--- config.mk ---
export PLATFORM = sky130hd
export DESIGN_NAME = bus_line_encoder_pwm_or_bitstuff_core
export DESIGN_NICKNAME = d
export VERILOG_FILES = /design/src/rtl/core/ble_pkg.sv /design/src/rtl/core/ble_scale.sv /design/src/rtl/core/ble_seq.sv /design/src/rtl/core/bus_line_encoder_pwm_or_bitstuff_core.sv
export SDC_FILE = /design/constraint.sdc
export NUM_CORES = 1
export LEC_CHECK = 0
export BUFFER_PORTS_ARGS = -buffer_cell sky130_fd_sc_hd__buf_4
export CAP_MARGIN = 40
export CORE_MARGIN = 5
export CORE_UTILIZATION = 40
export CTS_CLUSTER_SIZE = 10
export DETAILED_ROUTE_END_ITERATION = 12
export SETUP_SLACK_MARGIN = 0.5
export SYNTH_ARGS = -nofsm -noshare
export SYNTH_HDL_FRONTEND = slang
export SYNTH_SLANG_ARGS = --single-unit
--- constraint.sdc ---
create_clock -name clock -period 11.8 [get_ports clock]
set_input_delay 1.77 -clock clock [delete_from_list [all_inputs] [get_ports clock]]
set_output_delay 1.77 -clock clock [all_outputs]
set_load 0.005 [all_outputs]
--- src/rtl/core/ble_pkg.sv ---
// ----------------------------------------------------------------------------
// ble_pkg
// Shared types and constants for the bit-stuffing / pulse-width line encoder.
// ----------------------------------------------------------------------------
package ble_pkg;

   localparam int unsigned BYTE_W   = 8;
   localparam int unsigned PERIOD_W = 16;
   localparam int unsigned DUR_W    = 20;
   localparam int unsigned MULT_W   = 4;
   localparam int unsigned BITCNT_W = 4;
   localparam int unsigned STUFF_W  = 3;
   localparam int unsigned CSR_IDX_W = 2;

   localparam logic [PERIOD_W-1:0] PERIOD_RESET = 16'd100;

   localparam logic [CSR_IDX_W-1:0] CSR_PROTOCOL_MODE  = 2'd0;
   localparam logic [CSR_IDX_W-1:0] CSR_LINE_INVERTED  = 2'd1;
   localparam logic [CSR_IDX_W-1:0] CSR_PERIOD_SAMPLES = 2'd2;

   localparam logic MODE_PULSE   = 1'b0;
   localparam logic MODE_STUFFED = 1'b1;

   localparam logic [MULT_W-1:0] PER_ONE   = 4'd1;
   localparam logic [MULT_W-1:0] PER_TWO   = 4'd2;
   localparam logic [MULT_W-1:0] PER_THREE = 4'd3;
   localparam logic [MULT_W-1:0] PER_TEN   = 4'd10;

   localparam logic [STUFF_W-1:0] STUFF_RELOAD = 3'd4;

   localparam logic [BITCNT_W-1:0] BITS_FULL         = 4'd8;
   localparam logic [BITCNT_W-1:0] BITS_FIRST_PULSE  = 4'd2;
   localparam logic [BITCNT_W-1:0] BITS_FIRST_STUFF  = 4'd3;

   // one line segment before scaling to samples
   typedef struct packed {
      logic              dominant;
      logic [MULT_W-1:0] periods;
      logic              last;
   } seg_type;

endpackage

--- src/rtl/core/ble_scale.sv ---
// ----------------------------------------------------------------------------
// ble_scale
// Segment scaler: maps level to line polarity and periods to samples.
// ----------------------------------------------------------------------------
module ble_scale (
   input  ble_pkg::seg_type                  seg,
   input  logic                              line_inverted,
   input  logic [ble_pkg::PERIOD_W-1:0]      period_samples,
   output logic                              line_high,
   output logic [ble_pkg::DUR_W-1:0]         duration_samples,
   output logic                              end_of_run
);

   assign line_high        = line_inverted ? seg.dominant : ~seg.dominant;
   assign duration_samples = ble_pkg::DUR_W'(seg.periods) *
                             ble_pkg::DUR_W'(period_samples);
   assign end_of_run       = seg.last;

endmodule

--- src/rtl/core/ble_seq.sv ---
// ----------------------------------------------------------------------------
// ble_seq
// Segment sequencer: walks the frame start, data bits, stuff and end periods,
// one segment per step.
// ----------------------------------------------------------------------------
module ble_seq (
   input  logic                              clock,
   input  logic                              reset,
   input  logic                              start,
   input  logic [ble_pkg::BYTE_W-1:0]        data_byte,
   input  logic                              first_byte,
   input  logic                              last_byte,
   input  logic                              protocol_mode,
   input  logic                              out_ready,
   output logic                              busy,
   output logic                              seg_valid,
   output ble_pkg::seg_type                  seg
);

   typedef enum logic [6:0] {
      S_IDLE  = 7'b0000001,
      S_PRE   = 7'b0000010,
      S_START = 7'b0000100,
      S_LOW   = 7'b0001000,
      S_HIGH  = 7'b0010000,
      S_BIT   = 7'b0100000,
      S_END   = 7'b1000000
   } state_type;

   state_type                         state_ff, state_in;
   logic [ble_pkg::BYTE_W-1:0]        data_ff, data_in;
   logic [ble_pkg::BITCNT_W-1:0]      bits_ff, bits_in;
   logic                              dom_ff, dom_in;
   logic [ble_pkg::STUFF_W-1:0]       sc_ff, sc_in;
   logic                              mode_ff, mode_in;
   logic                              last_ff, last_in;
   logic                              step;

   assign busy      = (state_ff != S_IDLE);
   assign seg_valid = busy;
   assign step      = busy & out_ready;

   always_comb begin
      logic                         nd;
      logic [ble_pkg::STUFF_W-1:0]  nsc;
      logic                         consume;
      logic [ble_pkg::BITCNT_W-1:0] bits_dec;
      logic [ble_pkg::BITCNT_W-1:0] nbits;
      logic                         done;

      state_in = state_ff;
      data_in  = data_ff;
      bits_in  = bits_ff;
      dom_in   = dom_ff;
      sc_in    = sc_ff;
      mode_in  = mode_ff;
      last_in  = last_ff;
      seg      = '0;
      bits_dec = bits_ff - 1'b1;
      nd       = dom_ff;
      nsc      = sc_ff;
      consume  = 1'b0;
      nbits    = bits_ff;
      done     = 1'b0;

      case (state_ff)
         S_IDLE: begin
            if (start) begin
               mode_in = protocol_mode;
               last_in = last_byte;
               if (protocol_mode == ble_pkg::MODE_PULSE) begin
                  dom_in = 1'b0;
                  if (first_byte) begin
                     data_in  = data_byte << 6;
                     bits_in  = ble_pkg::BITS_FIRST_PULSE;
                     state_in = S_PRE;
                  end else begin
                     data_in  = data_byte;
                     bits_in  = ble_pkg::BITS_FULL;
                     state_in = S_LOW;
                  end
               end else begin
                  if (first_byte) begin
                     dom_in   = 1'b0;
                     sc_in    = '0;
                     data_in  = data_byte << 5;
                     bits_in  = ble_pkg::BITS_FIRST_STUFF;
                     state_in = S_START;
                  end else begin
                     data_in  = data_byte;
                     bits_in  = ble_pkg::BITS_FULL;
                     state_in = S_BIT;
                  end
               end
            end
         end
         S_PRE: begin
            seg = '{dominant: 1'b0, periods: ble_pkg::PER_TWO, last: 1'b0};
            if (step) state_in = S_START;
         end
         S_START: begin
            if (mode_ff == ble_pkg::MODE_STUFFED) begin
               seg = '{dominant: 1'b0, periods: ble_pkg::PER_TEN, last: 1'b0};
               if (step) state_in = S_BIT;
            end else begin
               seg = '{dominant: 1'b1, periods: ble_pkg::PER_TEN, last: 1'b0};
               if (step) state_in = S_LOW;
            end
         end
         S_LOW: begin
            seg = '{dominant: 1'b0, periods: ble_pkg::PER_ONE, last: 1'b0};
            if (step) state_in = S_HIGH;
         end
         S_HIGH: begin
            seg = '{dominant: 1'b1,
                    periods:  data_ff[ble_pkg::BYTE_W-1] ? ble_pkg::PER_THREE
                                                         : ble_pkg::PER_ONE,
                    last:     (bits_dec == '0)};
            if (step) begin
               data_in  = data_ff << 1;
               bits_in  = bits_dec;
               state_in = (bits_dec == '0) ? S_IDLE : S_LOW;
            end
         end
         S_BIT: begin
            if (sc_ff == '0) begin
               nd      = ~dom_ff;
               nsc     = ble_pkg::STUFF_RELOAD;
               consume = 1'b0;
            end else if (data_ff[ble_pkg::BYTE_W-1] != dom_ff) begin
               nd      = data_ff[ble_pkg::BYTE_W-1];
               nsc     = ble_pkg::STUFF_RELOAD;
               consume = 1'b1;
            end else begin
               nd      = dom_ff;
               nsc     = sc_ff - 1'b1;
               consume = 1'b1;
            end
            nbits = consume ? bits_dec : bits_ff;
            done  = (nbits == '0);
            seg   = '{dominant: nd, periods: ble_pkg::PER_ONE,
                      last: done & ~(last_ff & ~nd)};
            if (step) begin
               dom_in = (done & last_ff) ? 1'b0 : nd;
               sc_in  = nsc;
               if (consume) begin
                  data_in = data_ff << 1;
                  bits_in = bits_dec;
               end
               if (done) state_in = (last_ff & ~nd) ? S_END : S_IDLE;
            end
         end
         S_END: begin
            seg = '{dominant: 1'b1, periods: ble_pkg::PER_ONE, last: 1'b1};
            if (step) begin
               dom_in   = 1'b0;
               state_in = S_IDLE;
            end
         end
         default: begin
            state_in = S_IDLE;
         end
      endcase
   end

   always_ff @(posedge clock) begin
      if (reset) begin
         state_ff <= S_IDLE;
         dom_ff   <= 1'b0;
         sc_ff    <= '0;
      end else begin
         state_ff <= state_in;
         dom_ff   <= dom_in;
         sc_ff    <= sc_in;
      end
   end

   always_ff @(posedge clock) begin
      data_ff <= data_in;
      bits_ff <= bits_in;
      mode_ff <= mode_in;
      last_ff <= last_in;
   end

`ifndef SYNTHESIS
   a_start_busy: assert property (@(posedge clock) disable iff (reset)
      (start && !busy) |=> busy)
      else $error("sequencer did not leave idle on a new word");

   a_last_idle: assert property (@(posedge clock) disable iff (reset)
      (step && seg.last) |=> !busy)
      else $error("sequencer still busy after last segment");

   a_stuff_range: assert property (@(posedge clock) disable iff (reset)
      sc_ff <= ble_pkg::STUFF_RELOAD)
      else $error("stuff count out of range");

   a_bits_left: assert property (@(posedge clock) disable iff (reset)
      (state_ff == S_BIT || state_ff == S_HIGH) |-> (bits_ff != '0))
      else $error("bit state entered with no bits left");
`endif

endmodule

--- src/rtl/core/bus_line_encoder_pwm_or_bitstuff_core.sv ---
// ----------------------------------------------------------------------------
// bus_line_encoder_pwm_or_bitstuff_core
// Line encoder: packet bytes in, line segments (level, duration) out, in
// pulse-width or bit-stuffed NRZ coding.
//
//   channel | direction | handshake          | payload
//   req     | in        | req_valid/stall    | data_byte, first_byte, last_byte
//   rsp     | out       | rsp_valid/stall    | line_high, duration_samples,
//           |           |                    | end_of_run
//   csr     | in        | csr_write_enable   | csr_index, csr_write_data
//
// One word is loaded while the sequencer is idle; the segment sequencer then
// sets the pace, one segment per step (up to 16 segments in pulse mode, up
// to 11 in stuffed mode). Synchronous reset clears the sequencer state, line
// state and rsp_valid and loads the CSR defaults.
// A stalled rsp holds the sequencer; req is stalled while a word is in work.
// ----------------------------------------------------------------------------
module bus_line_encoder_pwm_or_bitstuff_core (
   input  logic                               clock,
   input  logic                               reset,
   input  logic                               req_valid,
   output logic                               req_stall,
   input  logic [ble_pkg::BYTE_W-1:0]         req_data_byte,
   input  logic                               req_first_byte,
   input  logic                               req_last_byte,
   output logic                               rsp_valid,
   input  logic                               rsp_stall,
   output logic                               rsp_line_high,
   output logic [ble_pkg::DUR_W-1:0]          rsp_duration_samples,
   output logic                               rsp_end_of_run,
   input  logic                               csr_write_enable,
   input  logic [ble_pkg::CSR_IDX_W-1:0]      csr_index,
   input  logic [ble_pkg::PERIOD_W-1:0]       csr_write_data
);

   logic                              mode_ff, mode_in;
   logic                              inv_ff, inv_in;
   logic [ble_pkg::PERIOD_W-1:0]      period_ff, period_in;

   logic                              rsp_valid_ff, rsp_valid_in;
   logic                              line_high_ff;
   logic [ble_pkg::DUR_W-1:0]         dur_ff;
   logic                              eor_ff;

   logic                              busy;
   logic                              seg_valid;
   ble_pkg::seg_type                  seg;
   logic                              out_ready;
   logic                              start;
   logic                              sc_line_high;
   logic [ble_pkg::DUR_W-1:0]         sc_dur;
   logic                              sc_eor;

   assign req_stall = busy;
   assign start     = req_valid & ~busy;
   assign out_ready = ~rsp_valid_ff | ~rsp_stall;

   always_comb begin
      mode_in   = mode_ff;
      inv_in    = inv_ff;
      period_in = period_ff;
      if (csr_write_enable) begin
         case (csr_index)
            ble_pkg::CSR_PROTOCOL_MODE:  mode_in   = csr_write_data[0];
            ble_pkg::CSR_LINE_INVERTED:  inv_in    = csr_write_data[0];
            ble_pkg::CSR_PERIOD_SAMPLES: period_in = csr_write_data;
            default: begin
            end
         endcase
      end
   end

   always_ff @(posedge clock) begin
      if (reset) begin
         mode_ff   <= ble_pkg::MODE_PULSE;
         inv_ff    <= 1'b0;
         period_ff <= ble_pkg::PERIOD_RESET;
      end else begin
         mode_ff   <= mode_in;
         inv_ff    <= inv_in;
         period_ff <= period_in;
      end
   end

   ble_seq u_seq (
      .clock         (clock),
      .reset         (reset),
      .start         (start),
      .data_byte     (req_data_byte),
      .first_byte    (req_first_byte),
      .last_byte     (req_last_byte),
      .protocol_mode (mode_ff),
      .out_ready     (out_ready),
      .busy          (busy),
      .seg_valid     (seg_valid),
      .seg           (seg)
   );

   ble_scale u_scale (
      .seg              (seg),
      .line_inverted    (inv_ff),
      .period_samples   (period_ff),
      .line_high        (sc_line_high),
      .duration_samples (sc_dur),
      .end_of_run       (sc_eor)
   );

   always_comb begin
      rsp_valid_in = rsp_valid_ff;
      if (seg_valid && out_ready) rsp_valid_in = 1'b1;
      else if (!rsp_stall)        rsp_valid_in = 1'b0;
   end

   always_ff @(posedge clock) begin
      if (reset) rsp_valid_ff <= 1'b0;
      else       rsp_valid_ff <= rsp_valid_in;
   end

   always_ff @(posedge clock) begin
      if (seg_valid && out_ready) begin
         line_high_ff <= sc_line_high;
         dur_ff       <= sc_dur;
         eor_ff       <= sc_eor;
      end
   end

   assign rsp_valid            = rsp_valid_ff;
   assign rsp_line_high        = line_high_ff;
   assign rsp_duration_samples = dur_ff;
   assign rsp_end_of_run       = eor_ff;

endmodule

==> out/metrics.yaml <==
syn_area_per_cell_um2: 9.09
synth_compound_area_share_pct: 15.0
outcome: "finished, final reports clean"
synthFlopType: "edfxtp_1"
viasPerCell: 5.27
start_util_pct: 40.7
nNetsFinal: 665
io_buffers: 56
drv_cap: 0
nFillCells: 1150
wl_um: 10800
synth_edf_count: 36
slew_headroom_pct: 50.6
finalHoldViolCount: 0
start_kind: "flop"
rsz0062_at_grt: "false"
cts_buffer_depth: 2
place_area_mm2: 0.00536
max_freq_ghz: 0.198
final.setup.tns_ps: 0
ctsHoldBuffers: 0
synthDominantCellAreaShare_pct: 22.2
grt_start_max_net_pins: 31
hold_end: "period_ff[14]$_SDFFE_PP0P_"
hold_depth: 2
finalCriticalPeriod_ps: 5040
h-tree-depth: 3
worst-r2r-cell-count: 13
synth_top_area_cell: "edfxtp_1"
dieArea_mm2: 0.0145
setup_violations: 0
synthMuxAreaShare_pct: 1.64
crit_fanout: 19
wl_per_cell_um: 14.7
drv_slew: 0
hold_class: "reg -> reg"
final_area_mm2: 0.00566
via_count: 3853
min-delay-start: "period_ff[14]$_SDFFE_PP0P_"
ys_seq_area_share_pct: 34.5
final_antenna_net_count: 0
yosys.area_share.adder_pct: 15.6
layout_setup_ws_ps: 6760
ff2ff_setup_slack_ps: 6760
drt-pass1-iter-count: 4
antenna_cells: 0
ios: 57
design.core.area_mm2: 0.0120
grt_pass1_vias: 3847
ys_seq_elements: 66
rows: 40
drc: 0
cts.reportedPaths.clkPinSlew_ps: 60
yosysUniqueCellTypes: 71
synth_top_family_by_area: "simple AND/OR/NAND/NOR gates"
power_mw: 1.04
drt_first_iter_violations: 233
grt_first_pass_wirelength_um: 18300
syn2layout_area_growth_pct: 16.1
worst_ir_drop_vdd_mv: 0.125
drive_above_1_share_pct: 15.9
clock_latency_ps: 350
die_w_um: 120
period_share_pct: 42.7
globalplace.congestion: 0.842
post_cts_buffers: 0
synth_fp_nets: 622
dpl.hpwl_um: 8220
crit_required_ps: 12010
p_leak_nw: 2.56
timing.rr.start: "u_seq.state_ff[5]$_SDFFE_PP0P_"
die_h_um: 120
pre_cts_slack_ps: 6820
powerDensity_mw_per_mm2: 184
startpoint: "u_seq.state_ff[5]$_SDFFE_PP0P_"
worst_pin_slew_ps: 739
timing.rr.end: "rsp_duration_samples[12]$_DFFE_PP_"
syn_inst: 536
async_flop_share_pct: 0
synth_xor_area_share_pct: 3.24
cts_buffers: 9
crit_type: "reg -> reg"
synthTopCellsByArea: "edfxtp_1, dfxtp_1, ha_1"
synth_area_mm2: 0.00487
antenna_found_initial: 0
cts_root_buf: "clkbuf_16"
cts_tree: "done"
synth-simple-area-share_pct: 23.8
end_kind: "flop"
clock_skew_ps: 7.81
synth.yosys.warnings: 0
clock_sink_count: 66
cts_resized: 0
arrival_ps: 5260
track_usage_pct: 15.6
gr-total-overflow: 0
==> flip-flops by register name (all words and copies together), names as in the netlist, 3 cells and up <==
| name | flops |
|---|---|
| period_ff | 16 |
| u_seq.state_ff | 7 |
| u_seq.sc_ff | 3 |
| u_seq.data_ff | 8 |
| rsp_duration_samples | 20 |
| u_seq.bits_ff | 4 |
==> worst max path at each step <==
stage                                               endpoint  slack [ps]  cells after the start
after global placement    rsp_duration_samples[18]$_DFFE_PP_        6940                     13
after floorplan           rsp_duration_samples[18]$_DFFE_PP_        7400                     19
after CTS                 rsp_duration_samples[12]$_DFFE_PP_        6790                     13
after detailed placement  rsp_duration_samples[18]$_DFFE_PP_        6820                     13
after global routing      rsp_duration_samples[18]$_DFFE_PP_        6470                     13
final                     rsp_duration_samples[12]$_DFFE_PP_        6760                     13
==> final cells by class <==
type / count / area [um2] / area share (%)
Timing Repair Buffer: 58 / 435 / 7.70
Tap cell: 147 / 184 / 3.25
Clock buffer: 10 / 250 / 4.42
Clock inverter: 6 / 43.8 / 0.774
Sequential cell: 66 / 1680 / 29.7
Multi-Input combinational cell: 399 / 2890 / 51.1
Inverter: 45 / 169 / 2.99
==> synth_stat cells (2+ instances only) <==
master     number
a2111oi_0       2
a211o_1         3
a211oi_1        6
a21o_1         10
a21oi_1        30
a221oi_1        3
a22oi_1         2
a2bb2oi_1       2
a31oi_1         2
and2_1         42
and2b_2         2
and3_1          6
and4_1          2
buf_2           7
buf_6           3
clkbuf_1       15
dfxtp_1        30
edfxtp_1       36
fa_1           13
ha_1           40
inv_1          44
mux2i_1         8
nand2_1        65
nand2b_1        7
nand3_1         8
nand3b_1        4
nand4_1         3
nor2_1         31
nor2b_1         5
nor3_1          9
nor3_2          2
nor3b_1         4
nor4_1          4
nor4b_1         5
o211ai_1        2
o21a_1          6
o21ai_0        18
o311ai_0        3
o31a_1          2
o31ai_1         3
xnor2_1        11
xor2_1          7
==> layer usage <==
metal / share of wire [%] / wire length [um] / GRT usage, %
met4: 2.3 / 247 / 6.80
met3: 4.0 / 429 / 3.23
met2: 48 / 5210 / 26.5
met5: 0 / 0 / 0
met1: 45 / 4880 / 19.1
==> stage by stage <==
stage	util, %	cells	hold slack [ps]
after floorplan	-	536	403
after global placement	44.8	715	469
after detailed placement	44.8	715	475
after CTS	47.3	731	483
after global routing	47.3	731	507
final	47.3	731	483
==> kinds of logic after synthesis <==
logic type | count (synthesis)
and+or+nand+nor | 213
AOI/OAI and AO/OA | 107
buffers and inverters | 71
DFF | 66
adders and majority gates | 53
xor gates and xnor gates | 18
muxes | 8
==> where the power goes <==
| group | switching (mW) | leakage (nW) | internal, mW |
|---|---|---|---|
| clock network | 0.109 | 0.146 | 0.157 |
| registers | 0.0554 | 0.602 | 0.353 |
| logic | 0.214 | 1.81 | 0.155 |
==> placed cells by master (no fill, tap or decap), types with 3 or more instances in the layout <==
cell / netlist / layout
nand2_1: 65 / 65
buf_4: 0 / 58
inv_1: 44 / 44
and2_1: 42 / 42
ha_1: 40 / 40
edfxtp_1: 36 / 36
a21oi_1: 30 / 30
nor2_1: 31 / 30
dfxtp_1: 30 / 30
o21ai_0: 18 / 18
fa_1: 13 / 13
xnor2_1: 11 / 11
a21o_1: 10 / 10
clkbuf_16: 0 / 10
nor3_1: 9 / 9
nand3_1: 8 / 8
mux2i_1: 8 / 8
xor2_1: 7 / 7
nand2b_1: 7 / 7
o21a_1: 6 / 6
a211oi_1: 6 / 6
and3_1: 6 / 6
nor2b_1: 5 / 5
nor4b_1: 5 / 5
nor4_1: 4 / 4
nand3b_1: 4 / 4
nor3b_1: 4 / 4
a211o_1: 3 / 3
nand4_1: 3 / 3
a221oi_1: 3 / 3
o31ai_1: 3 / 3
o311ai_0: 3 / 3
inv_4: 0 / 3
==> worst max-delay path, stage by stage (launching register included) <==
cell	delay, ps
dfxtp_1	510
nor3_1	570
and4b_1	640
a221o_2	360
and2_1	170
ha_1	240
fa_1	480
ha_1	360
nor2b_1	160
o31a_1	270
o41a_1	380
a21o_1	250
a2111o_1	420
nand3_1	70
(Power assumes the default switching activity.)
